[src/hdl/ebml_element_header_parser_defines.svh]
// Assertion macros used by the parser top level.
`ifndef EBML_ELEMENT_HEADER_PARSER_DEFINES_SVH
`define EBML_ELEMENT_HEADER_PARSER_DEFINES_SVH

// Check that cons holds in the same cycle as ante.
`define EHP_ASSERT_SAME(label, clk, rst_n, ante, cons) \
    label: assert property (@(posedge clk) disable iff (!(rst_n)) (ante) |-> (cons)) \
        else $error("ehp assertion failed");

// Check that cons holds in the cycle after ante.
`define EHP_ASSERT_NEXT(label, clk, rst_n, ante, cons) \
    label: assert property (@(posedge clk) disable iff (!(rst_n)) (ante) |=> (cons)) \
        else $error("ehp assertion failed");

`endif

[src/hdl/ehp_pkg.sv]
package ehp_pkg;

    localparam int MAX_ID_OCTETS   = 4;
    localparam int MAX_SIZE_OCTETS = 8;
    localparam int BYTE_W          = 8;
    localparam int ID_W            = 32;
    localparam int SIZE_W          = 56;
    localparam int VINT_BITS       = 7;

    typedef enum logic [1:0] {
        ST_OK         = 2'd0,
        ST_INCOMPLETE = 2'd1,
        ST_INVALID    = 2'd2
    } t_status;

    typedef enum logic [1:0] {
        PH_ID_LEAD   = 2'd0,
        PH_ID_CONT   = 2'd1,
        PH_SIZE_LEAD = 2'd2,
        PH_SIZE_CONT = 2'd3
    } t_phase;

    typedef struct packed {
        logic [BYTE_W-1:0] data_byte;
        logic              buffer_end;
    } t_in_word;

    typedef struct packed {
        logic [ID_W-1:0]   elem_id;
        logic [SIZE_W-1:0] payload_size;
        logic              size_unknown;
        logic [3:0]        header_length;
        t_status           status;
    } t_out_word;

    function automatic logic [2:0] lead_zeros(input logic [BYTE_W-1:0] b);
        logic [2:0] n;
        logic       found;
        n     = '0;
        found = 1'b0;
        for (int i = BYTE_W - 1; i >= 1; i--) begin
            if (!found) begin
                if (b[i]) begin
                    found = 1'b1;
                end else begin
                    n = n + 3'd1;
                end
            end
        end
        return n;
    endfunction

    function automatic logic [SIZE_W-1:0] size_all_ones(input logic [3:0] n);
        logic [SIZE_W-1:0] m;
        case (n)
            4'd1:    m = 56'h00_0000_0000_007F;
            4'd2:    m = 56'h00_0000_0000_3FFF;
            4'd3:    m = 56'h00_0000_001F_FFFF;
            4'd4:    m = 56'h00_0000_0FFF_FFFF;
            4'd5:    m = 56'h00_0007_FFFF_FFFF;
            4'd6:    m = 56'h00_03FF_FFFF_FFFF;
            4'd7:    m = 56'h01_FFFF_FFFF_FFFF;
            default: m = 56'hFF_FFFF_FFFF_FFFF;
        endcase
        return m;
    endfunction

endpackage

[src/hdl/ehp_in_if.sv]
interface ehp_in_if;
    import ehp_pkg::*;

    logic     valid;
    logic     ready;
    t_in_word data;

    modport source (output valid, output data, input ready);
    modport sink (input valid, input data, output ready);
endinterface

[src/hdl/ehp_out_if.sv]
interface ehp_out_if;
    import ehp_pkg::*;

    logic      valid;
    logic      ready;
    t_out_word data;

    modport source (output valid, output data, input ready);
    modport sink (input valid, input data, output ready);
endinterface

[src/hdl/ehp_decode.sv]
module ehp_decode (
    input  logic              i_clk,
    input  logic              i_rst_n,
    input  logic              i_valid,
    input  ehp_pkg::t_in_word i_word,
    output logic              o_res_valid,
    output ehp_pkg::t_out_word o_res
);
    import ehp_pkg::*;

    t_phase            r_phase, n_phase;
    logic [2:0]        r_octets_left, n_octets_left;
    logic [ID_W-1:0]   r_id, n_id;
    logic [SIZE_W-1:0] r_size, n_size;
    logic [3:0]        r_size_octets, n_size_octets;
    logic [3:0]        r_bytes_seen, n_bytes_seen;

    logic [BYTE_W-1:0] b;
    logic [2:0]        lz;
    logic              done;
    logic              invalid;

    always_comb begin
        b             = i_word.data_byte;
        lz            = lead_zeros(b);
        n_phase       = r_phase;
        n_octets_left = r_octets_left;
        n_id          = r_id;
        n_size        = r_size;
        n_size_octets = r_size_octets;
        n_bytes_seen  = r_bytes_seen;
        done          = 1'b0;
        invalid       = 1'b0;
        case (r_phase)
            PH_ID_LEAD: begin
                if (b == '0 || (4'(lz) + 4'd1) > 4'(MAX_ID_OCTETS)) begin
                    invalid = 1'b1;
                end else begin
                    n_id          = {{(ID_W-BYTE_W){1'b0}}, b};
                    n_octets_left = lz;
                    n_bytes_seen  = 4'd1;
                    n_phase       = (lz == 3'd0) ? PH_SIZE_LEAD : PH_ID_CONT;
                end
            end
            PH_ID_CONT: begin
                n_id          = {r_id[ID_W-BYTE_W-1:0], b};
                n_octets_left = r_octets_left - 3'd1;
                n_bytes_seen  = r_bytes_seen + 4'd1;
                if (r_octets_left == 3'd1) begin
                    n_phase = PH_SIZE_LEAD;
                end
            end
            PH_SIZE_LEAD: begin
                if (b == '0 || (4'(lz) + 4'd1) > 4'(MAX_SIZE_OCTETS)) begin
                    invalid = 1'b1;
                end else begin
                    n_size        = {{(SIZE_W-BYTE_W){1'b0}}, b & ~(8'h80 >> lz)};
                    n_size_octets = 4'(lz) + 4'd1;
                    n_octets_left = lz;
                    n_bytes_seen  = r_bytes_seen + 4'd1;
                    if (lz == 3'd0) begin
                        done = 1'b1;
                    end else begin
                        n_phase = PH_SIZE_CONT;
                    end
                end
            end
            PH_SIZE_CONT: begin
                n_size        = {r_size[SIZE_W-BYTE_W-1:0], b};
                n_octets_left = r_octets_left - 3'd1;
                n_bytes_seen  = r_bytes_seen + 4'd1;
                if (r_octets_left == 3'd1) begin
                    done = 1'b1;
                end
            end
            default: begin
                n_phase = PH_ID_LEAD;
            end
        endcase

        o_res_valid = invalid || done || i_word.buffer_end;
        o_res       = '0;
        if (invalid) begin
            o_res.status = ST_INVALID;
        end else if (done) begin
            o_res.elem_id       = n_id;
            o_res.header_length = n_bytes_seen;
            o_res.status        = ST_OK;
            if (n_size == size_all_ones(n_size_octets)) begin
                o_res.payload_size = '1;
                o_res.size_unknown = 1'b1;
            end else begin
                o_res.payload_size = n_size;
            end
        end else begin
            o_res.status = ST_INCOMPLETE;
        end
    end

    always_ff @(posedge i_clk) begin
        if (!i_rst_n || (i_valid && o_res_valid)) begin
            r_phase       <= PH_ID_LEAD;
            r_octets_left <= '0;
            r_id          <= '0;
            r_size        <= '0;
            r_size_octets <= '0;
            r_bytes_seen  <= '0;
        end else if (i_valid) begin
            r_phase       <= n_phase;
            r_octets_left <= n_octets_left;
            r_id          <= n_id;
            r_size        <= n_size;
            r_size_octets <= n_size_octets;
            r_bytes_seen  <= n_bytes_seen;
        end
    end
endmodule

[src/hdl/ehp_out_stage.sv]
module ehp_out_stage (
    input  logic               i_clk,
    input  logic               i_rst_n,
    input  logic               i_load,
    input  logic               i_res_valid,
    input  ehp_pkg::t_out_word i_res,
    output logic               o_ready,
    ehp_out_if.source          o_out
);
    import ehp_pkg::*;

    logic      r_valid;
    t_out_word r_word;

    assign o_ready     = !r_valid || o_out.ready;
    assign o_out.valid = r_valid;
    assign o_out.data  = r_word;

    always_ff @(posedge i_clk) begin
        if (!i_rst_n) begin
            r_valid <= 1'b0;
        end else if (i_load && i_res_valid) begin
            r_valid <= 1'b1;
        end else if (o_out.ready) begin
            r_valid <= 1'b0;
        end
    end

    always_ff @(posedge i_clk) begin
        if (i_load && i_res_valid) begin
            r_word <= i_res;
        end
    end
endmodule

[src/hdl/ebml_element_header_parser.sv]
// Flow: a header byte taken into the input register is decoded combinationally there,
// and its result word is registered in the result register, which presents it at o_out.
// Throughput: one byte per cycle unless o_out stalls, set by both stage registers.
// Reset: synchronous, active low; clears both stage valids and the parser state, so
// the first byte after reset is taken as an ID lead byte.
module ebml_element_header_parser (
    input  logic      i_clk,
    input  logic      i_rst_n,
    ehp_in_if.sink    i_in,
    ehp_out_if.source o_out
);
    import ehp_pkg::*;
    `include "ebml_element_header_parser_defines.svh"

    logic      r_in_valid;
    t_in_word  r_in_word;
    logic      s2_ready;
    logic      advance;
    logic      res_valid;
    t_out_word res;
    logic      out_ok;
    logic      out_bad;
    logic      out_unk;
    logic      bad_zeroed;
    logic      ok_len_fits;
    logic      unknown_ones;

    assign advance    = r_in_valid && s2_ready;
    assign i_in.ready = !r_in_valid || s2_ready;

    always_ff @(posedge i_clk) begin
        if (!i_rst_n) begin
            r_in_valid <= 1'b0;
        end else if (i_in.valid && i_in.ready) begin
            r_in_valid <= 1'b1;
        end else if (advance) begin
            r_in_valid <= 1'b0;
        end
    end

    always_ff @(posedge i_clk) begin
        if (i_in.valid && i_in.ready) begin
            r_in_word <= i_in.data;
        end
    end

    ehp_decode u_decode (
        .i_clk       (i_clk),
        .i_rst_n     (i_rst_n),
        .i_valid     (advance),
        .i_word      (r_in_word),
        .o_res_valid (res_valid),
        .o_res       (res)
    );

    ehp_out_stage u_out_stage (
        .i_clk       (i_clk),
        .i_rst_n     (i_rst_n),
        .i_load      (advance),
        .i_res_valid (res_valid),
        .i_res       (res),
        .o_ready     (s2_ready),
        .o_out       (o_out)
    );

    assign out_ok       = o_out.valid && o_out.data.status == ST_OK;
    assign out_bad      = o_out.valid && o_out.data.status != ST_OK;
    assign out_unk      = o_out.valid && o_out.data.size_unknown;
    assign bad_zeroed   = o_out.data.elem_id == '0 && o_out.data.header_length == '0;
    assign ok_len_fits  = o_out.data.header_length >= 4'd2 && o_out.data.header_length <= 4'd12;
    assign unknown_ones = o_out.data.status == ST_OK && o_out.data.payload_size == '1;

    `EHP_ASSERT_NEXT(a_in_held, i_clk, i_rst_n, r_in_valid && !s2_ready, r_in_valid)
    `EHP_ASSERT_SAME(a_fail_zero, i_clk, i_rst_n, out_bad, bad_zeroed)
    `EHP_ASSERT_SAME(a_ok_len, i_clk, i_rst_n, out_ok, ok_len_fits)
    `EHP_ASSERT_SAME(a_unknown, i_clk, i_rst_n, out_unk, unknown_ones)
endmodule

[src/flat_wrapper.sv]
// flat-port wrapper written by rule: the top's interface ports become plain ports
module ebml_element_header_parser_flat import ehp_pkg::*;
  (i_clk, i_rst_n, i_in_valid, i_in_data, i_in_ready, o_out_valid, o_out_data, o_out_ready);
  ehp_in_if i_in_i ();
  ehp_out_if o_out_i ();
  input  logic i_clk;
  input  logic i_rst_n;
  input wire logic [$bits(i_in_i.valid)-1:0] i_in_valid;
  input wire logic [$bits(i_in_i.data)-1:0] i_in_data;
  output wire logic [$bits(i_in_i.ready)-1:0] i_in_ready;
  output wire logic [$bits(o_out_i.valid)-1:0] o_out_valid;
  output wire logic [$bits(o_out_i.data)-1:0] o_out_data;
  input wire logic [$bits(o_out_i.ready)-1:0] o_out_ready;
  assign i_in_i.valid = i_in_valid;
  assign i_in_i.data = i_in_data;
  assign i_in_ready = i_in_i.ready;
  assign o_out_valid = o_out_i.valid;
  assign o_out_data = o_out_i.data;
  assign o_out_i.ready = o_out_ready;
  ebml_element_header_parser u_core (.i_clk(i_clk), .i_rst_n(i_rst_n), .i_in(i_in_i), .o_out(o_out_i));
endmodule
[config.mk]
export PLATFORM = sky130hd
export DESIGN_NAME = ebml_element_header_parser_flat
export DESIGN_NICKNAME = d
export VERILOG_FILES = /design/src/hdl/ehp_pkg.sv /design/src/hdl/ehp_in_if.sv /design/src/hdl/ehp_out_if.sv /design/src/hdl/ehp_decode.sv /design/src/hdl/ehp_out_stage.sv /design/src/hdl/ebml_element_header_parser.sv /design/src/flat_wrapper.sv
export VERILOG_INCLUDE_DIRS = /design/src /design/src/hdl
export SDC_FILE = /design/constraint.sdc
export NUM_CORES = 1
export LEC_CHECK = 0
export BUFFER_PORTS_ARGS = -buffer_cell sky130_fd_sc_hd__buf_2
export CAP_MARGIN = 20
export CORE_MARGIN = 2
export CORE_UTILIZATION = 59
export CTS_CLUSTER_DIAMETER = 50
export CTS_CLUSTER_SIZE = 24
export DETAILED_ROUTE_END_ITERATION = 8
export PLACE_DENSITY = 0.8
export SETUP_SLACK_MARGIN = 0.02
export SYNTH_ARGS = -nofsm -noshare
export SYNTH_HDL_FRONTEND = slang
export SYNTH_SLANG_ARGS = --single-unit
[constraint.sdc]
create_clock -name i_clk -period 7.6 [get_ports i_clk]
set_clock_uncertainty 0.1 [all_clocks]
set_input_delay 1.14 -clock i_clk [delete_from_list [all_inputs] [get_ports i_clk]]
set_output_delay 1.14 -clock i_clk [all_outputs]
set_load 0.01 [all_outputs]
### After elaboration in Yosys (flattened, before gate mapping)

Index checks and enable logic that the tools add are counted.

| word-level totals | value |
|---|---|
| register bits | 207 |
| word-level logic and storage cells | 128 |

| cells by class | value |
|---|---|
| shifts and indexed selects | 1 |
| bitwise logic cells | 3 |
| add/subtract/negate cells | 9 |
| muxes and demuxes | 59 |
| eq/ne operators | 16 |
| reduce and logical (&&, ||, !) cells | 23 |
| order comparisons | 2 |

Operators by type and width:

| cell | count |
|---|---|
| 56-bit case mux with 7 select lines | 1 |
| 56-bit 2-to-1 mux | 4 |
| 56-bit case mux with 2 select lines | 1 |
| 32-bit case mux with 2 select lines | 1 |
| 56-bit equality test | 1 |
| 3-bit 2-to-1 mux | 14 |
| 32-bit 2-to-1 mux | 1 |
| 1-bit 2-to-1 mux | 23 |
| 3-bit by 1-bit adder with 3-bit output (second input constant) | 6 |
| 4-bit by 3-bit equality test with 1-bit output (second input constant) | 4 |
| 4-bit 2-to-1 mux | 4 |
| 4-bit case mux with 3 select lines | 1 |
| 2-bit 2-to-1 mux | 5 |
| 3-bit case mux with 3 select lines | 1 |
| 8-bit bitwise AND | 1 |
| 4-bit by 2-bit equality test with 1-bit output (second input constant) | 2 |
| 8-bit logical NOT | 1 |
| 2-bit inequality test (second input constant) | 4 |
| 8-bit NOT | 1 |
| 8-bit by 3-bit >> shifter with 8-bit output (first input constant) | 1 |
| 1-bit logical OR | 7 |
| 2-bit case mux with 3 select lines | 1 |
| 6-bit AND reduction | 1 |
| 3-bit by 1-bit adder with 4-bit output (second input constant) | 1 |
| 18 further kinds | 26 |

### Longest topological paths before layout

| depth | value |
|---|---|
| depth after elaboration | 30 |
| mapped depth | 23 |

### By module

A second synthesis with hierarchy kept.

| unflattened totals | value |
|---|---|
| cells, all modules | 993 |
| area, all modules | 9918.3 um^2 |

By module, submodules not included:

| module | seq. area each (um^2) | instances | area each (um^2) | cells each |
|---|---|---|---|---|
| ehp_decode | 2021.9 | 1 | 6677.7 | 878 |
| ehp_out_stage | 2872.8 | 1 | 2905.3 | 100 |
| ebml_element_header_parser | 290.3 | 1 | 335.3 | 15 |

### Least setup slack after synthesis

Ideal clock, no wire load.

| timing path | value |
|---|---|
| path type | reg2reg |
| from | register u_core.r_in_word[7] (netlist bit) |
| to | register u_core.u_out_stage.r_word, in the netlist u_core.u_out_stage.o_out.data[0] (enable) |
| stages on the path, launching flop included | 16 |
| path slack | 1.834 ns |
| arrival time | 5.218 ns |
| period minus slack after synthesis | 5.766 ns |
| cells stage by stage | edfxtp_1 -> clkbuf_1 -> inv_1 -> a21oi_1 -> ha_1 -> o31a_1 -> ha_1 -> a21o_1 -> ha_1 -> mux2_2 -> a21oi_1 -> ha_1 -> and4_1 -> nand4bb_1 -> o21ai_0 -> inv_1 |

| between the ends | value |
|---|---|
| cells in the longest elaborated chain, start to end | 25 |

Ends and longest elaborated chain:

| element | RTL line | RTL |
|---|---|---|
| from (decl) | ebml_element_header_parser.sv:16 | `t_in_word r_in_word;` |
| from (signal assigned) | ebml_element_header_parser.sv:43 | `r_in_word <= i_in.data;` |
| 3-bit 2-to-1 mux | ehp_pkg.sv:43 | `if (b[i]) begin` |
| 3-bit 2-to-1 mux | ehp_pkg.sv:42 | `if (!found) begin` |
| 3-bit by 1-bit adder with 3-bit output | ehp_pkg.sv:46 | `n = n + 3'd1;` |
| 3-bit 2-to-1 mux | ehp_pkg.sv:43 |  |
| 3-bit 2-to-1 mux | ehp_pkg.sv:42 |  |
| 3-bit by 1-bit adder with 3-bit output | ehp_pkg.sv:46 |  |
| 3-bit 2-to-1 mux | ehp_pkg.sv:43 |  |
| 3-bit 2-to-1 mux | ehp_pkg.sv:42 |  |
| [8 not listed] | - |  |
| 3-bit 2-to-1 mux | ehp_pkg.sv:42 |  |
| 3-bit by 1-bit adder with 4-bit output | ehp_decode.sv:36, ehp_decode.sv:54 |  |
| 4-bit greater-than comparator / 4-bit by 3-bit greater-than comparator with 1-bit output (equally long branches) | ehp_decode.sv:54, ehp_decode.sv:36 |  |
| 1-bit logical OR, on equally long branches | ehp_decode.sv:54, ehp_decode.sv:36 |  |
| 1-bit 2-to-1 mux, on equally long branches | ehp_decode.sv:54, ehp_decode.sv:36 |  |
| 1-bit case mux with 2 select lines | ehp_decode.sv:34 | `case (r_phase)` |
| 1-bit logical OR (*) (2 in series) | ehp_decode.sv:81 | `o_res_valid = invalid \|\| done \|\| i_word.buffer_end;` |
| 1-bit logical AND (*) | ehp_out_stage.sv:30 | `if (i_load && i_res_valid) begin` |
| to (signal assigned) | ehp_out_stage.sv:31 | `r_word <= i_res;` |
| to (decl) | ehp_out_stage.sv:13 | `t_out_word r_word;` |

Mark *: on every way between the ends. The rest lies on a longest branch, timed or not.
A chain may end at the register's enable or synchronous reset.

### Worst setup path in the final report

| timing path | value |
|---|---|
| from | register u_core.r_in_word[7] (netlist bit) |
| to | register u_core.u_out_stage.r_word, in the netlist u_core.u_out_stage.o_out.data[34] (data pin) |

| between the ends | value |
|---|---|
| cells in the longest elaborated chain, start to end | 28 |

Ends and longest elaborated chain:

| element | RTL line | RTL |
|---|---|---|
| 3-bit 2-to-1 mux | ehp_pkg.sv:43 |  |
| 3-bit 2-to-1 mux | ehp_pkg.sv:42 |  |
| 3-bit by 1-bit adder with 3-bit output | ehp_pkg.sv:46 |  |
| 3-bit 2-to-1 mux | ehp_pkg.sv:43 |  |
| 3-bit 2-to-1 mux | ehp_pkg.sv:42 |  |
| 3-bit by 1-bit adder with 3-bit output | ehp_pkg.sv:46 |  |
| 3-bit 2-to-1 mux | ehp_pkg.sv:43 |  |
| 3-bit 2-to-1 mux | ehp_pkg.sv:42 |  |
| [12 not listed] | - |  |
| 4-bit 2-to-1 mux | ehp_decode.sv:54 | `if (b == '0 \|\| (4'(lz) + 4'd1) > 4'(MAX_SIZE_OCTETS)) begin` |
| 4-bit 2-to-1 mux | ehp_decode.sv:34 |  |
| 4-bit by 3-bit equality test with 1-bit output, or another cell as far along | ehp_pkg.sv:55 | `case (n)` |
| 56-bit case mux with 7 select lines | ehp_pkg.sv:55 |  |
| 56-bit 2-to-1 mux | ehp_decode.sv:85 | `end else if (done) begin` |
| 56-bit 2-to-1 mux | ehp_decode.sv:83 | `if (invalid) begin` |
| 56-bit equality test | ehp_decode.sv:89 | `if (n_size == size_all_ones(n_size_octets)) begin` |
| 56-bit 2-to-1 mux | ehp_decode.sv:89 |  |

Parallel ways exist; a longest one is shown, timed or not. The select of a mux whose other input is x is not followed.

==> impl_summary.md <==
Worst setup path
The highest net fanout along the worst path is 50. The element type at the critical path end is a register. Data on the critical path is required at its endpoint by 7810 ps. The sort of element at the start of the critical path is a register. The category of the most critical setup path is reg2reg.

For the worst setup path, the data arrival time is 6500 ps.

Clocking
The level count of the clock H-tree is 1. Clock tree synthesis inserted a total of 20 buffers. In this run the deepest clock path goes through 3 buffers. Clock latency on the worst-skew pair, taken at its later pin, is 500 ps. After clock tree synthesis, the clock-pin slew on the worst setup and hold paths is 70 ps. The root buffer cell chosen for the clock tree is sky130_fd_sc_hd__clkbuf_16.

For this design, the CTS-stage hold fixing added 0 buffers. Once the clock tree was built, the setup fixing pass inserted 0 buffers. The post-cts repair resize count is 0.

TritonCTS built the clock tree. The count of clock tree sinks is 207.

Die
The height of the die is 134 µm. The die covers 17900 µm². The floorplan has 47 rows.

110 I/O pins were placed. For this configuration, the core starts out at a cell density of 0.602. In this run the horizontal extent of the chip is 134 µm. The core area is 16500 µm².

Synthesis
The most numerous cell in the Yosys netlist is sky130_fd_sc_hd__nor2_1. The number of distinct library cell variants in the gate-level netlist after synthesis is 73. In this run the mean area of a mapped cell was 10.0 µm².

The post-synthesis sequential element count is 207. The cell taking the most area after synthesis is sky130_fd_sc_hd__edfxtp_1. The most common flop cell mapped by yosys is sky130_fd_sc_hd__edfxtp_1. After synthesis the cells add up to 9950 µm². For this run, the register share of the synthesized area comes to 0.521.

The fraction of registers with async set/reset is 0. The count of flip-flops with a built-in enable after synthesis is 104. The share of synthesized area in the top cell type comes to 0.314. The number of nets in the synthesized netlist is 1021. Synthesis produced a netlist whose cell count is 992. Counting instances in the post-synthesis netlist gives the leading cell types as 151 x sky130_fd_sc_hd__nor2_1, 126 x sky130_fd_sc_hd__a22oi_1, 104 x sky130_fd_sc_hd__edfxtp_1, 103 x sky130_fd_sc_hd__dfxtp_1, 68 x sky130_fd_sc_hd__clkbuf_1. The number of warnings reported in the yosys synthesis log is 0. Yosys attributes the largest share of cell area to sky130_fd_sc_hd__edfxtp_1 31%, sky130_fd_sc_hd__dfxtp_1 21%, sky130_fd_sc_hd__a22oi_1 9.5%.

Power
The total power is 2.51 mW. The power density over the cells is 224 nW/µm². The analysis attributes to cell leakage a power of 3.82 nW.

The largest voltage drop on the vdd net is 0.166 mV.

GRT
The number of global-route vias before repair is 7398. For this run the aggregate overflow at the end of global routing stands at 0. The initial antenna violation count was 0. The first global-routing pass estimated 40500 µm of wire. Entering global routing, the biggest net connects 102 pins. In the global route stage, overall resource usage came out at 0.280.

Timing
The total negative slack is 0 ps. The final setup slack of the worst path is 1310 ps. Derived from the worst setup path, the maximum achievable clock frequency is 0.159 GHz.

The final count of hold timing violations is 0. The worst-margin pin slew is 1080 ps. In this run the tightest slew margin relative to its limit is 0.283. Setup repair after global routing left no endpoint under its margin. In the finished design, the share of the clock period the worst path needs comes to 0.827.

The count of final max-slew check failures was 0. The final-report setup violation count is 0. Subtracting the final worst setup slack from the clock period gives 6290 ps.

Detailed routing
The count of nets left with antenna violations after detail routing is 0. The pre-antenna-repair detailed-routing pass consisted of 5 iterations. The detailed router placed 8241 vias in this run. The ratio of routed vias to standard cells is 6.41. The total wire length is 25200 µm. The average routed wire per standard cell is 19.6 µm. After detailed routing, the number of remaining DRC violations is 0.

The number of design-rule violations left by the first detailed-router iteration is 1132.

Place
The number of port buffers is 109. The worst setup slack after placement is 1380 ps. The half-perimeter wire length after detailed placement is 16500 µm. The congestion estimate from routability-driven global placement came to 0.927.

After detailed placement, the design holds a cell count of 1248.

Final layout
The total area of multi-input combinational cells is 4300 µm². Summing all flip-flop and latch instances after layout gives 5180 µm². The number of filler instances in the final layout is 1263. The number of inserted diodes is 0. In the final design database the tool counted 1081 nets. The share of post-route cells with drive strength above 1 is 0.196. From synthesis to final layout, the design area changed by 12.8%. The final non-filler cell total is 1286.

Worst hold path
The kind of path behind the tightest hold check is reg2reg.

Outcome
The flow ran to the end, and the final reports show no timing, DRC or antenna violations.

Run
The number of max-capacitance violations reported is 0.
[per-layer routing]
| layer | routed length (µm) | vias up | track usage |
|---|---|---|---|
| met5 | 0 | - | 0 |
| met4 | 345 | 0 | 0.0579 |
| met3 | 1850 | 29 | 0.0435 |
| met2 | 11400 | 373 | 0.411 |
| met1 | 11700 | 3942 | 0.440 |
| li1 | - | 3897 | - |
[sequential cells by signal, summed over array words and instances (netlist names)]
name	cells
u_core.u_decode.r_bytes_seen	4
u_core.u_decode.r_id	32
u_core.u_decode.r_octets_left	3
u_core.u_decode.r_phase	2
u_core.u_decode.r_size	56
u_core.u_out_stage.o_out.data	95
u_core.r_in_word	9
u_core.r_in_valid	1
u_core.u_out_stage.o_out.valid	1
u_core.u_decode.r_size_octets	4
[layout make-up]
class / count / share of cell area
clock buffer: 22 / 0.0472
clock inverter: 14 / 0.0141
inverter: 24 / 0.00814
multi-input combinational: 675 / 0.383
sequential: 207 / 0.462
tap: 220 / 0.0245
timing repair buffer: 124 / 0.0605
[cells in the final DEF (no fill, tap or decap), types with 7 or more instances in the layout]
cell type,n
sky130_fd_sc_hd__nor2_1,151
sky130_fd_sc_hd__a22oi_1,126
sky130_fd_sc_hd__buf_2,109
sky130_fd_sc_hd__edfxtp_1,104
sky130_fd_sc_hd__dfxtp_1,103
sky130_fd_sc_hd__o21ai_0,48
sky130_fd_sc_hd__a21oi_1,38
sky130_fd_sc_hd__a211oi_1,38
sky130_fd_sc_hd__nand2_1,36
sky130_fd_sc_hd__o21ai_2,27
sky130_fd_sc_hd__inv_1,22
sky130_fd_sc_hd__clkbuf_16,21
sky130_fd_sc_hd__nand3_1,19
sky130_fd_sc_hd__ha_1,15
sky130_fd_sc_hd__buf_4,13
sky130_fd_sc_hd__nand2b_1,12
sky130_fd_sc_hd__nor3_1,11
sky130_fd_sc_hd__nand4_1,10
sky130_fd_sc_hd__a31oi_1,8
sky130_fd_sc_hd__or4_1,8
sky130_fd_sc_hd__a32oi_1,8
sky130_fd_sc_hd__and3_1,7
sky130_fd_sc_hd__mux2i_1,7
[where the power goes]
group	internal (mW)	total, mW	leakage, nW	switching, mW
clock network	0.564	1.03	0.340	0.470
registers	1.20	1.24	1.77	0.0325
logic	0.0774	0.243	1.71	0.166
[final timing paths]
kind / slack, ps / startpoint / cells after the start / end
max reg2reg: 1310 / u_core.r_in_word[7]$_DFFE_PP_ / 19 / u_core.u_out_stage.o_out.data[34]$_SDFFCE_PP0P_
min: 350 / u_core.u_decode.r_octets_left[1]$_SDFFE_PP0P_ / 2 / u_core.u_decode.r_octets_left[1]$_SDFFE_PP0P_
max: 1310 / u_core.r_in_word[7]$_DFFE_PP_ / 19 / u_core.u_out_stage.o_out.data[34]$_SDFFCE_PP0P_
min reg2reg: 350 / u_core.u_decode.r_octets_left[1]$_SDFFE_PP0P_ / 2 / u_core.u_decode.r_octets_left[1]$_SDFFE_PP0P_
[metrics by stage]
step                      instance area [µm²]  hold WS (ps)  utilization
after global placement                  10500           343        0.635
final                                   11200           351        0.679
after detailed placement                10500           347        0.636
after global routing                    11200           385        0.679
after floorplan                          9950           332            -
after CTS                               11200           356        0.678
[worst max-delay path, cell delays in order, from the launching register on]
cell	delay, ps
sky130_fd_sc_hd__edfxtp_1	500
sky130_fd_sc_hd__inv_1	70
sky130_fd_sc_hd__a21oi_1	210
sky130_fd_sc_hd__ha_1	260
sky130_fd_sc_hd__o31a_1	330
sky130_fd_sc_hd__ha_1	320
sky130_fd_sc_hd__a21o_1	160
sky130_fd_sc_hd__ha_1	270
sky130_fd_sc_hd__mux2_2	290
sky130_fd_sc_hd__a21oi_1	300
sky130_fd_sc_hd__ha_1	360
sky130_fd_sc_hd__nand2_1	100
sky130_fd_sc_hd__a21oi_1	150
sky130_fd_sc_hd__o31ai_1	120
sky130_fd_sc_hd__a21oi_1	310
sky130_fd_sc_hd__o21ai_4	280
sky130_fd_sc_hd__a2111oi_0	570
sky130_fd_sc_hd__and4b_1	320
sky130_fd_sc_hd__nand4_4	680
sky130_fd_sc_hd__o21ai_0	350
[cells by family after synthesis]
logic type,after synthesis,share of synthesized area
simple gates,296,0.143
buf+inv,110,0.0485
xor+xnor,3,0.00264
compound gates,350,0.254
mux,10,0.0104
flops,207,0.521
fa+ha+maj,16,0.0201
Power figures use the tool's default switching activity.
